**src/kaa_ram.sv**
```systemverilog
// Generic single-port-write, single-read synchronous RAM with registered read.
module kaa_ram #(
	parameter int WIDTH = 16,
	parameter int DEPTH = 256
) (
	input logic clk,
	input logic we,
	input logic [$clog2(DEPTH)-1:0] waddr,
	input logic [WIDTH-1:0] wdata,
	input logic [$clog2(DEPTH)-1:0] raddr,
	output logic [WIDTH-1:0] rdata
);
	logic [WIDTH-1:0] mem [DEPTH];

	always_ff @(posedge clk) begin
		if (we) mem[waddr] <= wdata;
		rdata <= mem[raddr];
	end
endmodule

```
**config.mk**
```make
export PLATFORM = sky130hd
export DESIGN_NAME = kaa_ram
export DESIGN_NICKNAME = d
export VERILOG_FILES = /design/src/kaa_ram.sv
export SDC_FILE = /design/constraint.sdc
export NUM_CORES = 2
export LEC_CHECK = 0
export BUFFER_PORTS_ARGS = -buffer_cell sky130_fd_sc_hd__buf_2
export CORE_AREA = 2 2 480 482
export CTS_BUF_LIST = sky130_fd_sc_hd__clkbuf_4 sky130_fd_sc_hd__clkbuf_8
export CTS_CLUSTER_SIZE = 8
export DETAILED_ROUTE_END_ITERATION = 12
export DIE_AREA = 0 0 482 484
export PLACE_DENSITY = 0.83
export SYNTH_ARGS = -nofsm -noshare
export SYNTH_HDL_FRONTEND = slang
export SYNTH_SLANG_ARGS = --single-unit
export TNS_END_PERCENT = 30
```
**constraint.sdc**
```tcl
create_clock -name clk -period 5.7 [get_ports clk]
set_input_delay 1.425 -clock clk [delete_from_list [all_inputs] [get_ports clk]]
set_output_delay 1.425 -clock clk [all_outputs]
set_load 0.01 [all_outputs]
```
* After elaboration in Yosys (flattened, before gate mapping)
Memory sizes are Yosys's and may differ from the RTL's. A register that Yosys moved wholly into a read port is not among the register bits.
Index checks and enable logic that the tools add are counted.
** Storage, ports and cells
- Logic and storage cells :: 3
- Flip-flop bits (word level) :: 0
- Output and inout bits :: 16
- Memories kept :: 1
- Bits in writable memories :: 4096
- Bits of input ports :: 34
** Memory list
- mem :: words 256, bits a word 16, rd ports 1, clocked after Yosys merged registers in 1, wr ports 1, line 13 : logic [WIDTH-1:0] mem [DEPTH];
** Cells by class
- Muxes and demuxes :: 2
** Operator list (number)
- 2-to-1 mux 1 bit :: 2

* Logic depth before layout (Yosys ltp)
- Word-level depth :: 2
- Gate-level depth with buffers :: 12

* Worst setup path after synthesis
OpenSTA, ideal clock, no wires.
- Path type :: input-to-reg
- Start :: input waddr[3]
- End :: memory mem[235][0] (enable)
- Arrival :: 3.202 ns
- Required time :: 5.312 ns
- Setup slack :: 2.110 ns
- Cell stages on the path :: 6
- Library setup time :: 0.388 ns
- Cell sequence :: clkbuf_1 > nor2b_1 > clkbuf_1 > nand4_1 > clkbuf_1 > nor2_1
** RTL lines
- start: declaration :: line 8 : input logic [$clog2(DEPTH)-1:0] waddr,
- end: declaration :: line 13
Straight into the memory's write port.

==> results.tsv <==
stage	metric	value	unit
placement	dpl_worst_slack	467.6	ps
global_route	grt_first_pass_wirelength	593200	microns
clock_tree	ctsHoldBuffers	0	
power	leakage	56.47	nW
finish	area_delta_synth_final	10.77	%
power	p_per_area	336.7	nW/um^2
power	power_frac_seq	56.4	%
die	die_h	484	microns
drt	drt-initial-drc-count	14840	
timing	finalWorstSetupSlack	1384	ps
synth	synth-seq-cells	4112	
clock_tree	cts_resized	0	
power	total_power	59.19	mW
drt	vias_per_cell	7.369	
placement	portBuffers	49	
timing	fin_skew	83.48	ps
timing	rsz0062_at_grt	false	
global_route	grt_max_degree	153	
power	ir_drop	300.2	uV
synth	synth.distinct_cells	52	
synth	synth_top_area_cell	edfxtp_1	
die	core_area	228600	sq um
power	internal_power	46.38	mW
global_route	grt-ovfl-total	0	
worst_setup_path	crit_arrival	5350	ps
placement	dp.final_hpwl	242600	microns
timing	hold_viol_final	0	
power	clock_power_share	38.3	%
min_path	holdPathStages	1	
synth	ys_top_cells_by_count	edfxtp_1, mux4_2, mux2i_1	
finish	fin_nets	8116	
finish	final_cells	11440	
drt	drt-pass1-iter-count	7	
clock_tree	cts_buffers	639	
worst_setup_path	cp-start-kind	input port	
synth	async_flop_share	0	%
die	dieWidth	482	microns
timing	fin_tns_setup	0	ps
finish	drive_gt1_share	28.16	%
timing	hold_slack	744.3	ps
synth	avgSynthCellArea	21.56	sq um
global_route	grtUsageTotal	36.10	%
drt	route.antenna.remaining_nets	0	
timing	drv_slew	0	
synth	syn_inst	7360	
finish	finalInstanceArea	175800	sq um
status	outcome	completed	
worst_setup_path	reg2reg_depth	7	
timing	period_share	75.72	%
drt	vias	84330	
synth	syn_nets	7394	
synth	ys_seq_area_share	77.70	%
die	die_area	233300	sq um
global_route	antenna_found_initial	24	
synth	syn_area	158700	sq um
clock_tree	cts_tree	done	
synth	synth-main-ff-cell	edfxtp_1	
clock_tree	root_buffer	clkbuf_8	
clock_tree	clock_path_buffers	4	
timing	fmax	0.2317	GHz
min_path	hp-class	input port to register	
power	swShare	21.64	%
clock_tree	clk_latency	1150	ps
timing	setup_viol	0	
placement	dp_cells	10470	
die	io_pins	50	
die	placementRows	176	
worst_setup_path	crit_type	input port to register	
power	comb_power_share	5.3	%
clock_tree	cts.clk_slew.worst_paths	60	ps
worst_setup_path	critPathRequiredTime	6730	ps
worst_setup_path	cp_max_fo	76	
synth	synth.area.top_cells	edfxtp_1, mux4_2, mux2i_1	
synth	ys_warn_count	0	
clock_tree	cts_num_sinks	4112	
power	netSwitchingPower	12.81	mW
timing	post-route-min-period	4316	ps
global_route	grt_pass1_vias	84220	
timing	tightestPinTransition	1389	ps
synth	synth_edf_count	4096	
synth	yosysTopAreaCellShare	77.50	%
placement	placed_area	164600	sq um
die	initial_core_util	69.44	%
drt	finalWirelength	416900	microns
job	drv_cap	0	
placement	gp_congestion	0.9493	
synth	synth.most_common_cell	edfxtp_1	
clock_tree	cts_setup_buffers	0	
clock_tree	htree_levels	6	
drt	wire_per_inst	36.43	microns
finish	fin_util	76.91	%
drt	drc	0	
timing	relSlewSlack	7.382	%
worst_setup_path	endpoint_kind	register	
final timing paths:
kind | from | end | slack [ps]
hold reg to reg | mem[248][0]$_DFFE_PP_ | rdata[0]$_DFF_P_ | 1000
setup / recovery | raddr[0] | rdata[10]$_DFF_P_ | 1380
setup reg to reg | mem[139][11]$_DFFE_PP_ | rdata[11]$_DFF_P_ | 2580
hold / removal | wdata[10] | mem[92][10]$_DFFE_PP_ | 740
logic make-up after synthesis:
kind of cell,Yosys count,synth area share (%)
AO/OA/AOI/OAI,786,3.537
buffers and inverters,456,1.693
flip-flops,4112,77.70
multiplexers,1450,15.50
AND/OR/NAND/NOR,556,1.574
power by group through the flow:
stage	logic [mW]	clock network, mW	registers, mW
global placement	2.93	0	34.0
CTS	3.06	22.7	33.4
detailed placement	3.04	0	34.0
global route	3.21	23.9	33.4
floorplan	1.64	0	34.0
finish	3.14	22.7	33.4
sequential cells by signal, summed over array words and instances, names as in the netlist:
signal  count
rdata      16
mem      4096
critical path, stage by stage:
cell and delay, ps:
buf_12 260, buf_12 400, buf_12 460, buf_4 700
mux2i_1 190, o221ai_1 280, o22ai_1 170, a22oi_1 460
nand3_1 450, nor4_1 340
routing by layer:
layer  wire length (microns)  vias to the layer above  track usage (%)
met5                     223                        -                0
met4                   25400                       26            18.70
met3                   64490                     1370            11.10
met2                  193200                     7808            53.66
met1                  133600                    42470            49.21
li1                        -                    32660                -
cell usage in the layout (no fill, tap or decap), drive strengths merged, types with 5 or more instances in the layout:
master       n
clkbuf     875
a22oi       43
clkinvlp    12
o31ai       16
mux2        88
or2          5
o22ai      148
nor2b        9
a2111oi      6
o21ai       38
diode       11
a221oi      28
nor4        18
nor3        92
mux2i      565
buf        533
nor2       304
o221ai     253
inv         15
mux4       797
dfxtp       16
a31oi        6
nand3       35
a211oi      18
and3        11
clkinv      67
edfxtp    4096
nand4       26
a22o        32
nand2       38
a21oi      175
o32ai       21
area by class of cell:
type / instances / area [sq um]
clock buffers: 875 / 10680
inverters: 4 / 27.53
diodes: 11 / 27.53
repair buffers: 533 / 4677
flip-flops and latches: 4112 / 123300
multi-input cells: 2792 / 32810
well taps: 3026 / 3786
clock inverters: 91 / 484.2
fillers: 10790 / 52770
(Power assumes the default switching activity.)
